<file path="src/sv/awst_pkg.sv">
// shared constants, configuration and job types for the acoustic wave stencil
// no dependencies

package awst_pkg;

    localparam int RADIUS    = 4;
    localparam int MAX_NX    = 256;
    localparam int MAX_NY    = 256;
    localparam int MAX_NZ    = 1024;
    localparam int MIN_N     = 2 * RADIUS + 1;
    localparam int WIN_DEPTH = 2 * RADIUS * MAX_NX * MAX_NY + 2 * RADIUS * MAX_NX
                               + 2 * RADIUS + 1;
    localparam int DLY_DEPTH = RADIUS * MAX_NX * MAX_NY + RADIUS * MAX_NX + RADIUS;
    localparam int WIN_AW    = $clog2(WIN_DEPTH);
    localparam int DLY_AW    = $clog2(DLY_DEPTH);
    localparam int PEND_W    = $clog2(DLY_DEPTH + 1);
    localparam int NXY_W     = $clog2(MAX_NX * MAX_NY + 1);
    localparam int R_W       = $clog2(RADIUS + 1);
    localparam int RING_N    = 4;
    localparam int RING_W    = $clog2(RING_N);
    localparam int XS_W      = 9;
    localparam int YS_W      = 9;
    localparam int ZS_W      = 11;
    localparam int DATA_W    = 32;
    localparam int VEL_W     = 24;
    localparam int QUEUE_DEPTH = 4;

    typedef enum logic [2:0] {
        CFG_COEFF_CENTER = 3'd0,
        CFG_COEFF_1      = 3'd1,
        CFG_COEFF_2      = 3'd2,
        CFG_COEFF_3      = 3'd3,
        CFG_COEFF_4      = 3'd4,
        CFG_GRID_X       = 3'd5,
        CFG_GRID_Y       = 3'd6,
        CFG_GRID_Z       = 3'd7
    } cfg_idx_t;

    typedef struct packed {
        logic [DATA_W-1:0]             coeff_center;
        logic [RING_N-1:0][DATA_W-1:0] coeff_ring;
        logic [XS_W-1:0]               grid_x;
        logic [YS_W-1:0]               grid_y;
        logic [ZS_W-1:0]               grid_z;
    } cfg_t;

    typedef struct packed {
        logic              bnd;
        logic              last;
        logic [DATA_W-1:0] nxt;
        logic [VEL_W-1:0]  vel;
        logic [WIN_AW-1:0] slot;
        logic [XS_W-1:0]   nx;
        logic [NXY_W-1:0]  nxny;
    } job_t;

    typedef struct packed {
        logic              en;
        logic [WIN_AW-1:0] addr;
        logic [DATA_W-1:0] data;
    } win_wr_t;

    typedef enum logic [1:0] {
        F_IDLE,
        F_SIZE,
        F_PLAN,
        F_COMMIT
    } front_state_t;

    typedef enum logic [3:0] {
        B_CLEAR,
        B_IDLE,
        B_TAP,
        B_FLUSH,
        B_MLO,
        B_MHI,
        B_SUM,
        B_SAT,
        B_OUT
    } back_state_t;

endpackage

</file>
<file path="src/sv/awst_queue.sv">
// small job queue between the front and back parts
// depends on awst_pkg

module awst_queue (
    input  logic            aclk,
    input  logic            aresetn,
    input  logic            push,
    input  awst_pkg::job_t  din,
    input  logic            pop,
    output awst_pkg::job_t  dout,
    output logic            full,
    output logic            empty
);

    localparam int QA_W = $clog2(awst_pkg::QUEUE_DEPTH);

    awst_pkg::job_t  mem_reg [awst_pkg::QUEUE_DEPTH];
    logic [QA_W-1:0] wr_ptr_reg;
    logic [QA_W-1:0] rd_ptr_reg;
    logic [QA_W:0]   count_reg;

    assign full  = (count_reg == (QA_W + 1)'(awst_pkg::QUEUE_DEPTH));
    assign empty = (count_reg == '0);
    assign dout  = mem_reg[rd_ptr_reg];

    always_ff @(posedge aclk) begin
        if (!aresetn) begin
            wr_ptr_reg <= '0;
            rd_ptr_reg <= '0;
            count_reg  <= '0;
        end else begin
            if (push) begin
                wr_ptr_reg <= wr_ptr_reg + 1'b1;
            end
            if (pop) begin
                rd_ptr_reg <= rd_ptr_reg + 1'b1;
            end
            if (push && !pop) begin
                count_reg <= count_reg + 1'b1;
            end else if (pop && !push) begin
                count_reg <= count_reg - 1'b1;
            end
        end
    end

    always_ff @(posedge aclk) begin
        if (push) begin
            mem_reg[wr_ptr_reg] <= din;
        end
    end

endmodule

</file>
<file path="config.mk">
export PLATFORM = sky130hd
export DESIGN_NAME = awst_queue
export DESIGN_NICKNAME = d
export VERILOG_FILES = /design/src/sv/awst_pkg.sv /design/src/sv/awst_queue.sv
export SDC_FILE = /design/constraint.sdc
export NUM_CORES = 1
export LEC_CHECK = 0
export BUFFER_PORTS_ARGS = -buffer_cell sky130_fd_sc_hd__buf_2
export CAP_MARGIN = 15
export CORE_MARGIN = 4
export CORE_UTILIZATION = 45
export DETAILED_ROUTE_END_ITERATION = 7
export GPL_ROUTABILITY_DRIVEN = 0
export HOLD_SLACK_MARGIN = 0.08
export PLACE_DENSITY = 0.64
export SLEW_MARGIN = 25
export SYNTH_ARGS = -nofsm -noshare
export SYNTH_HDL_FRONTEND = slang
export SYNTH_SLANG_ARGS = --single-unit
</file>
<file path="constraint.sdc">
create_clock -name aclk -period 6 [get_ports aclk]
set_input_delay 1.2 -clock aclk [delete_from_list [all_inputs] [get_ports aclk]]
set_output_delay 1.2 -clock aclk [all_outputs]
set_load 0.05 [all_outputs]
</file>
==> summary.txt, run 1 <==
Run status
  – Outcome: finished, final reports clean

Place
  – Dpl ws: 2700 ps
  – Buffers added on ports: 213
  – Placed Instances: 1235
  – HPWL Detailed: 17500 um

CTS
  – Clk_lat worst skew: 540 ps
  – CTS tree: done
  – Root Buffer: clkbuf_16
  – CTS Buf Count: 44
  – CTS resizes: 0
  – CTS Sinks: 425
  – Reg clk slew, reported paths: 60 ps
  – Hold Buf Count CTS: 0
  – Maximum clock path buffer count: 3
  – CTS HTree Levels: 2
  – Post-CTS setup buffers: 0

Finish
  – Commonest non-fill, non-tap cell in the layout: edfxtp_1
  – Nets@finish: 947
  – Most frequent cells in the layout: edfxtp_1, buf_2, mux4_2
  – Area growth, synth to finish: 18.5%
  – Util after Layout: 0.544
  – Largest register FFs: 416
  – Share of layout cells above drive strength 1: 0.448
  – Fin cells: 1311

Floorplan
  – Area of the core: 0.0337 sq mm
  – Num ports: 214
  – Initial Util: 0.459
  – Die Span X: 193 um
  – FP Rows: 67
  – Die H: 193 um
  – DIE AREA: 0.0374 sq mm

STA
  – Achievable Freq: 0.261 GHz
  – Final worst slack: 2160 ps
  – Final Hold Fails: 0
  – Setup violators final: 0
  – RSZ-0062 raised after global routing: false
  – Max-slew headroom: 0.365
  – Min Tclk post-route: 3840 ps
  – Clock Skew: 8.21 ps
  – Worst Max-Slew Pin Slew: 953 ps
  – Fin crit share: 0.640
  – Final max-slew violation count: 0
  – TNS Setup: 0 ps

Global routing
  – Initial antenna violation count: 4
  – Largest net degree at the start of global routing: 65
  – Vias in the first global route: 7463
  – Global-route wire length before repair: 45600 um
  – GRT Overall Usage: 0.158
  – Grt total ovfl: 0

Worst setup path
  – Crit path to: dout[20]
  – Reg2reg setup slack: 3620 ps
  – Slowest cell delay on critical path: 860 ps
  – WP data arrival: 2640 ps
  – Top delay family on crit path: flip-flops
  – Crit Path Max Fanout: 50
  – Crit path buf inv count: 2
  – Cell-by-cell trace of the critical path: buf_4 -> mux4_2 -> buf_2
  – R2R cell count: 4
  – Crit start category: flip-flop
  – Setup crit end kind: output port
  – R2R Path Start: wr_ptr_reg[0]
  – Slowest-stage cell, CP: dfxtp_4
  – Worst R2R End: mem_reg[0][6]
  – Crit Path Class: reg2out
  – Cell count along the critical path: 3
  – WP data required: 4800 ps

Yosys
  – Synthesis-stage register bit count: 425
  – EDFF count, synth: 416
  – Yosys cell types: 21
  – Ys flop type: edfxtp_1
  – YS warnings: 0
  – Syn Nets: 701
  – Post-synthesis sequential area ratio: 0.819
  – Syn Area/Cell: 26.4 sq um
  – Asr flop ratio synth: 0
  – Cells after Synth: 587
  – Synthesized area: 0.0155 sq mm

Detailed routing
  – Drt wl/cell: 22.5 um
  – 1st-pass router iterations: 5
  – Drt drc: 0
  – Vias post-DR: 6899
  – Post-Route WL: 29600 um
  – Antenna violation net count after detailed routing: 0
  – Vias per std cell: 5.26
  – Iteration-0 DRC Markers: 511

Hold path
  – Hold Path Class: reg2reg

Pwr
  – Tot Pwr: 0.00689 W
  – Leak pwr: 6.13 nW
  – Peak supply drop: 0.000255 V
  – Pwr/cell area: 376 mW/mm^2

Run
  – Max Cap Viol: 0
-- logic make-up after synthesis --
family | share of synthesized area
adder cells (fa/ha/maj) | 0.00534
XOR/XNOR | 0.00283
flip-flops | 0.819
multiplexers | 0.153
AND/OR/NAND/NOR | 0.00590
AO/OA/AOI/OAI | 0.000809
buffers and inverters | 0.0133
-- per-stage QoR --
stage,instance area [sq um],hold WS (ps)
CTS,18300,519
detailed placement,17000,508
finish,18300,520
global route,18300,581
floorplan,15500,472
global placement,17000,501
-- synth_stat cells (2+ instances only) --
| cell | count | area share |
|---|---|---|
| buf_8 | 7 | 0.0068 |
| buf_2 | 11 | 0.0036 |
| ha_1 | 5 | 0.0040 |
| clkbuf_1 | 5 | 0.0012 |
| xnor2_1 | 2 | 0.0011 |
| edfxtp_1 | 416 | 0.81 |
| mux4_2 | 104 | 0.15 |
| mux2i_1 | 2 | 0.0013 |
| xor2_1 | 3 | 0.0017 |
| nor2b_1 | 2 | 0.00081 |
| and2_1 | 9 | 0.0036 |
| dfxtp_1 | 9 | 0.012 |
| inv_1 | 4 | 0.00097 |
-- layer usage --
layer,part of all wire,track usage,vias to the layer above
li1,-,-,3027
met1,0.42,0.218,3597
met2,0.48,0.248,213
met3,0.072,0.0497,54
met4,0.020,0.0433,8
met5,0.0022,0,-
-- power by group --
| group | internal (W) | total [W] | switching [W] |
|---|---|---|---|
| sequential | 0.00341 | 0.00346 | 0.0000500 |
| clock | 0.00145 | 0.00248 | 0.00104 |
| combinational | 0.000279 | 0.000941 | 0.000662 |
| total | 0.00514 | 0.00689 | 0.00175 |
-- cell type report --
type | count | area (sq um)
timing repair buffer | 224 | 1170
fill | 2618 | 15400
inverter | 4 | 15.0
clock inverter | 20 | 139
tap | 448 | 561
clock buffer | 55 | 1160
multi-input combinational | 134 | 2600
sequential | 425 | 12700
antenna | 1 | 2.50
-- worst min-delay path: cells and delay by family, from the launching register on --
family	cells	cell delay (ps)
AOI/OAI and AO/OA	2	150
DFF	1	330
-- how the worst min path moves through the flow --
stage,start,slack [ps],cells after the start,to
6_report,count_reg[2],520,2,count_reg[2]
5_1_grt,count_reg[2],580,2,count_reg[2]
4_1_cts,count_reg[2],520,2,count_reg[2]
3_5_place_dp,count_reg[2],510,2,count_reg[2]
3_3_place_gp,count_reg[2],500,2,count_reg[2]
2_1_floorplan,count_reg[2],470,2,count_reg[2]
(Power assumes the default switching activity.)
==> run 2, diff against run 1 <==
ABC_AREA = 1   (was default)
PLACE_DENSITY = 0.66   (was 0.64)
clock period = 3.3 ns   (was 6 ns; I/O delays follow)
==> run 2 against run 1 <==
  * Largest power group unchanged
  * Power is 79% higher
  * Largest cell class unchanged
  * Cell area is 2.7% higher
  * Count of clock-buffer cells in the layout is 4 lower
  * Global-route usage is 1.5 points higher
  * Worst setup slack worse by 1800 ps
  * Flip-flop and latch count stayed put
  * Combinational power is 75% higher
  * Routed wire length is 16% higher
  * Final cell count is 34% higher
  * Critical endpoint is now dout[8]
  * Sequential share of layout area is 1.8 points lower
==> summary.txt, run 2 <==
Yosys
  – Post-synthesis simple-gate area fraction: 0.0563 (+0.0504)
  – Post-synthesis mux area share: 0 (-0.153)
  – Post-synth top area share: 0.780 (-0.0273)
  – EDFF count, synth: 416 (unchanged)
  – Most frequent cells after synthesis: edfxtp_1, nor2_1, o21ai_0
  – Syn Area/Cell: 15.1 sq um (-43%)
  – Largest family of logic cells by synthesized area: compound AO/OA/AOI/OAI gates
  – Syn Nets: 1177 (+68%)
  – Synth Area in XOR/XNOR: 0 (-0.00283)
  – Post-synthesis sequential area ratio: 0.791 (-0.0277)
  – Cell type with the largest total area after synthesis: edfxtp_1
  – Ys flop type: edfxtp_1
  – YS warnings: 0 (unchanged)
  – Synthesis-stage register bit count: 425 (unchanged)
  – Post-synthesis compound-gate area fraction: 0.117 (+0.116)
  – Count leader, synth: edfxtp_1
  – Yosys cell types: 24 (+14%)
  – Top cells by area, synth: edfxtp_1, o21ai_0, nor2_1
  – Asr flop ratio synth: 0 (unchanged)
  – Cells after Synth: 1063 (+81%)
  – Synthesized area: 0.0160 sq mm (+3.5%)
  – Adder-cell area share of the yosys netlist: 0.00516 (-0.000181)

Place
  – Placed Instances: 1687 (+37%)
  – HPWL Detailed: 19800 um (+13%)
  – Buffers added on ports: 213 (unchanged)

Detailed routing
  – Antenna violation net count after detailed routing: 0 (unchanged)
  – 1st-pass router iterations: 5 (unchanged)
  – Vias post-DR: 9464 (+37%)
  – Drt wl/cell: 19.6 um (-13%)
  – Post-Route WL: 34400 um (+16%)
  – Iteration-0 DRC Markers: 703 (+38%)
  – Vias per std cell: 5.38 (+2.2%)
  – Drt drc: 0 (unchanged)

Finish
  – Nets@finish: 1391 (+47%)
  – Commonest non-fill, non-tap cell in the layout: edfxtp_1
  – Fill count: 2812 (+7.4%)
  – Multi-input logic area: 0.00285 sq mm (+9.6%)
  – Seq. cell area: 0.0127 sq mm (unchanged)
  – Largest register FFs: 416 (unchanged)
  – Share of layout cells above drive strength 1: 0.264 (-0.184)
  – Fin cells: 1759 (+34%)
  – Most frequent cells in the layout: edfxtp_1, buf_2, nor2_1
  – Area growth, synth to finish: 17.6%

Floorplan
  – FP Rows: 68 (+1.5%)
  – Num ports: 214 (unchanged)
  – Area of the core: 0.0348 sq mm (+3.3%)
  – Die H: 197 um (+1.7%)
  – Initial Util: 0.460 (+0.00108)
  – Die Span X: 197 um (+1.7%)
  – DIE AREA: 0.0387 sq mm (+3.4%)

Worst setup path
  – Slowest cell delay on critical path: 560 ps (-300 ps)
  – Crit Path Class: reg2out
  – Crit start category: flip-flop
  – Crit Path Max Fanout: 36 (-28%)
  – Crit path buf inv count: 2 (unchanged)
  – Cell-by-cell trace of the critical path: buf_4 -> o21ai_0 -> o22ai_1 -> buf_2
  – WP data required: 2640 ps (-2160 ps)
  – Top delay family on crit path: buffers and inverters
  – WP data arrival: 2310 ps (-330 ps)
  – Setup crit end kind: output port
  – Slowest-stage cell, CP: dfxtp_4

Global routing
  – Global-route wire length before repair: 53100 um (+16%)
  – Vias in the first global route: 9461 (+27%)
  – Grt total ovfl: 0 (unchanged)
  – GRT Overall Usage: 0.173 (+0.0146)
  – Largest net degree at the start of global routing: 115 (+77%)
  – Initial antenna violation count: 7 (+3)

STA
  – Clock Skew: 15.5 ps (+7.29 ps)
  – Final Hold Fails: 0 (unchanged)
  – TNS Setup: 0 ps (unchanged)
  – Final max-slew violation count: 0 (unchanged)
  – Achievable Freq: 0.337 GHz
  – RSZ-0062 raised after global routing: false
  – Min Tclk post-route: 2970 ps
  – Fin crit share: 0.900
  – Setup violators final: 0 (unchanged)
  – Worst Max-Slew Pin Slew: 684 ps (-268 ps)
  – Max-slew headroom: 0.544 (+0.179)

CTS
  – Maximum clock path buffer count: 3 (unchanged)
  – Clk_lat worst skew: 530 ps (about the same)
  – CTS resizes: 0 (unchanged)
  – Hold Buf Count CTS: 0 (unchanged)
  – Post-CTS setup buffers: 0 (unchanged)
  – CTS Buf Count: 43 (-2.3%)
  – CTS tree: done
  – CTS HTree Levels: 2 (unchanged)
  – CTS Sinks: 425 (unchanged)
  – Root Buffer: clkbuf_16
  – Reg clk slew, reported paths: 60 ps (about the same)

Run status
  – Outcome: finished, final reports clean

Pwr
  – Leak pwr: 6.56 nW (+7.0%)
  – Peak supply drop: 0.000458 V (+80%)
  – Pwr/cell area: 653 mW/mm^2 (+74%)

Hold path
  – Hold Path Class: in2reg

Run
  – Max Cap Viol: 0 (unchanged)
==> run 2: final timing paths <==
path,from,to,slack (ps),depth (start not counted)
max,flip-flop,dout[8],330,4
min,din[18],mem_reg[2][18],350,1
max reg2reg,wr_ptr_reg[1],mem_reg[1][2],1500,5
min reg2reg,rd_ptr_reg[1],flip-flop,490,1
==> run 2: layout make-up <==
cell class / instances / area share
antenna: 1 / 0.000133
timing repair buffer: 236 / 0.0724
sequential: 425 / 0.674
tap: 455 / 0.0302
inverter: 17 / 0.00425
clock buffer: 51 / 0.0610
clock inverter: 20 / 0.00685
multi-input combinational: 554 / 0.151
==> run 2: stage by stage <==
step / util / hold WS (ps) / worst slack (ps) / power (W) / instance area [sq um]
global route: 0.541 / 336 / 191 / 0.0128 / 18800
detailed placement: 0.504 / 490 / 859 / 0.00802 / 17500
global placement: 0.504 / 503 / 857 / 0.00799 / 17500
floorplan: - / 412 / 141 / 0.00753 / 16000
finish: 0.541 / 351 / 331 / 0.0123 / 18800
CTS: 0.541 / 327 / 280 / 0.0124 / 18800
==> run 2: report_power, final <==
group	switching, W	internal, W	total (W)
Combinational	0.00128	0.000374	0.00165
Clock	0.00186	0.00255	0.00441
Sequential	0.0000597	0.00617	0.00623
Total	0.00320	0.00909	0.0123
==> run 2: routing by layer <==
metal,routed length [um],track usage,vias up
met1,15000,0.241,4676
met3,2510,0.0426,69
met2,16100,0.277,260
met4,707,0.0447,12
li1,-,-,4447
met5,60,0,-
==> run 2: cell families after synthesis <==
group / after synthesis
simple gates: 226
buf+inv: 84
compound gates: 322
fa+ha+maj: 6
flops: 425
==> run 3, diff against run 2 <==
ABC_AREA = 0   (was 1)
==> run 3 against run 2 <==
  * First-iteration DRC count shrank 44%
  * Highest routed layer unchanged
  * Clock power grew 1%
  * Fmax grew 4.5%
  * Routed wire length decreased by 17%
  * Hold slack got worse by 10 ps
  * Utilization grew 0.70 points
  * Count of clock-buffer cells in the layout up 1
  * Global-route usage down 2.1 points
  * Critical path depth down 1
  * Non-clock buffer count down 10
  * Cell area fell by 1.9%
  * Largest cell class unchanged
==> summary.txt, run 3 (same netlist as run 1, synthesis figures left out) <==
CTS
  – CTS tree: done
  – CTS resizes: 0 (unchanged)
  – Post-CTS setup buffers: 0 (unchanged)
  – Clk_lat worst skew: 520 ps (about the same)
  – CTS Buf Count: 43 (unchanged)
  – Root Buffer: clkbuf_16
  – Hold Buf Count CTS: 0 (unchanged)
  – Reg clk slew, reported paths: 60 ps (about the same)
  – CTS HTree Levels: 2 (unchanged)
  – Maximum clock path buffer count: 3 (unchanged)
  – CTS Sinks: 425 (unchanged)

STA
  – Final Hold Fails: 0 (unchanged)
  – Min Tclk post-route: 2840 ps (-128 ps)
  – Setup violators final: 0 (unchanged)
  – Fin crit share: 0.861 (-0.0387)
  – WHS: 341 ps (-10.4 ps)
  – TNS Setup: 0 ps (unchanged)
  – Clock Skew: 9.62 ps (-5.88 ps)
  – RSZ-0062 raised after global routing: false
  – Max-slew headroom: 0.637 (+0.0927)
  – Final max-slew violation count: 0 (unchanged)
  – Final worst slack: 459 ps (+128 ps)
  – Achievable Freq: 0.352 GHz (+4.5%)
  – Worst Max-Slew Pin Slew: 545 ps (-139 ps)

Detailed routing
  – 1st-pass router iterations: 6 (+1)
  – Vias post-DR: 6831 (-28%)
  – Post-Route WL: 28600 um (-17%)
  – Drt wl/cell: 21.7 um (+11%)
  – Iteration-0 DRC Markers: 396 (-44%)
  – Vias per std cell: 5.18 (-3.7%)
  – Antenna violation net count after detailed routing: 0 (unchanged)
  – Drt drc: 0 (unchanged)

Finish
  – Most frequent cells in the layout: edfxtp_1, buf_2, mux4_2
  – Commonest non-fill, non-tap cell in the layout: edfxtp_1
  – Share of layout cells above drive strength 1: 0.452 (+0.188)
  – Area growth, synth to finish: 19.4%
  – Util after Layout: 0.548 (+0.00698)
  – Largest register FFs: 416 (unchanged)
  – Nets@finish: 948 (-32%)
  – Fill count: 2606 (-7.3%)

Floorplan
  – Initial Util: 0.459 (-0.00108)
  – FP Rows: 67 (-1.5%)
  – Die Span X: 193 um (-1.6%)
  – Area of the core: 0.0337 sq mm (-3.2%)
  – DIE AREA: 0.0374 sq mm (-3.2%)
  – Num ports: 214 (unchanged)
  – Die H: 193 um (-1.6%)

Pwr
  – Peak supply drop: 0.000450 V (-1.9%)
  – Pwr/cell area: 676 mW/mm^2 (+3.6%)
  – Leak pwr: 6.18 nW (-5.7%)

Hold path
  – Hold-critical path depth: 1 (unchanged)
  – Hold Path Class: in2reg

Global routing
  – Initial antenna violation count: 4 (-3)
  – Grt total ovfl: 0 (unchanged)
  – Vias in the first global route: 7376 (-22%)
  – Largest net degree at the start of global routing: 57 (-50%)
  – GRT Overall Usage: 0.152 (-0.0211)
  – Global-route wire length before repair: 44200 um (-17%)

Worst setup path
  – WP data required: 2640 ps (about the same)
  – WP data arrival: 2180 ps (-130 ps)
  – Crit Path Class: reg2out
  – Crit start category: flip-flop
  – Crit Path Max Fanout: 26 (-28%)
  – Setup crit end kind: output port
  – R2R cell count: 3 (-2)

Place
  – Buffers added on ports: 213 (unchanged)
  – Dpl ws: 964 ps (+105 ps)
  – HPWL Detailed: 17300 um (-13%)

Run
  – Max Cap Viol: 0 (unchanged)

Run status
  – Outcome: finished, final reports clean
-- run 3: final cells by class --
cell class	count	area, sq um	area share
clock buffers	52	1110	0.0601
clock inverters	28	191	0.0104
diodes	2	5.00	0.000271
flip-flops and latches	425	12700	0.687
inverters	4	15.0	0.000813
well taps	448	561	0.0304
repair buffers	226	1300	0.0705
multi-input cells	134	2600	0.141
-- run 3: stage by stage --
| stage | cell area (sq um) | total power [W] | cells |
|---|---|---|---|
| floorplan | 15500 | 0.00769 | 587 |
| global placement | 17200 | 0.00814 | 1237 |
| detailed placement | 17200 | 0.00817 | 1237 |
| CTS | 18500 | 0.0127 | 1317 |
| global route | 18500 | 0.0130 | 1317 |
| finish | 18500 | 0.0125 | 1319 |
-- run 3: power by group --
part           internal, W  switching [W]
Clock              0.00256        0.00191
Sequential         0.00620      0.0000695
Combinational     0.000527        0.00122
Total              0.00929        0.00320
-- run 3: path summary, 6_finish.rpt --
| path | end | slack [ps] | startpoint |
|---|---|---|---|
| min reg2reg | count_reg[2] | 520 | count_reg[2] |
| min | mem_reg[1][27] | 340 | din[27] |
| max reg2reg | mem_reg[3][72] | 1530 | wr_ptr_reg[0] |
| max | dout[75] | 460 | flip-flop |
-- run 3: layer usage --
metal	up-vias	share of wire	track usage
li1	3039	-	-
met3	50	0.073	0.0466
met2	206	0.49	0.241
met1	3528	0.42	0.210
met5	-	0.0017	0
met4	8	0.018	0.0359
-- run 3: worst max-delay path, stage by stage, from the launching register on --
cell     delay (ps)
dfxtp_4         360
buf_4           460
mux4_2          580
buf_2           230
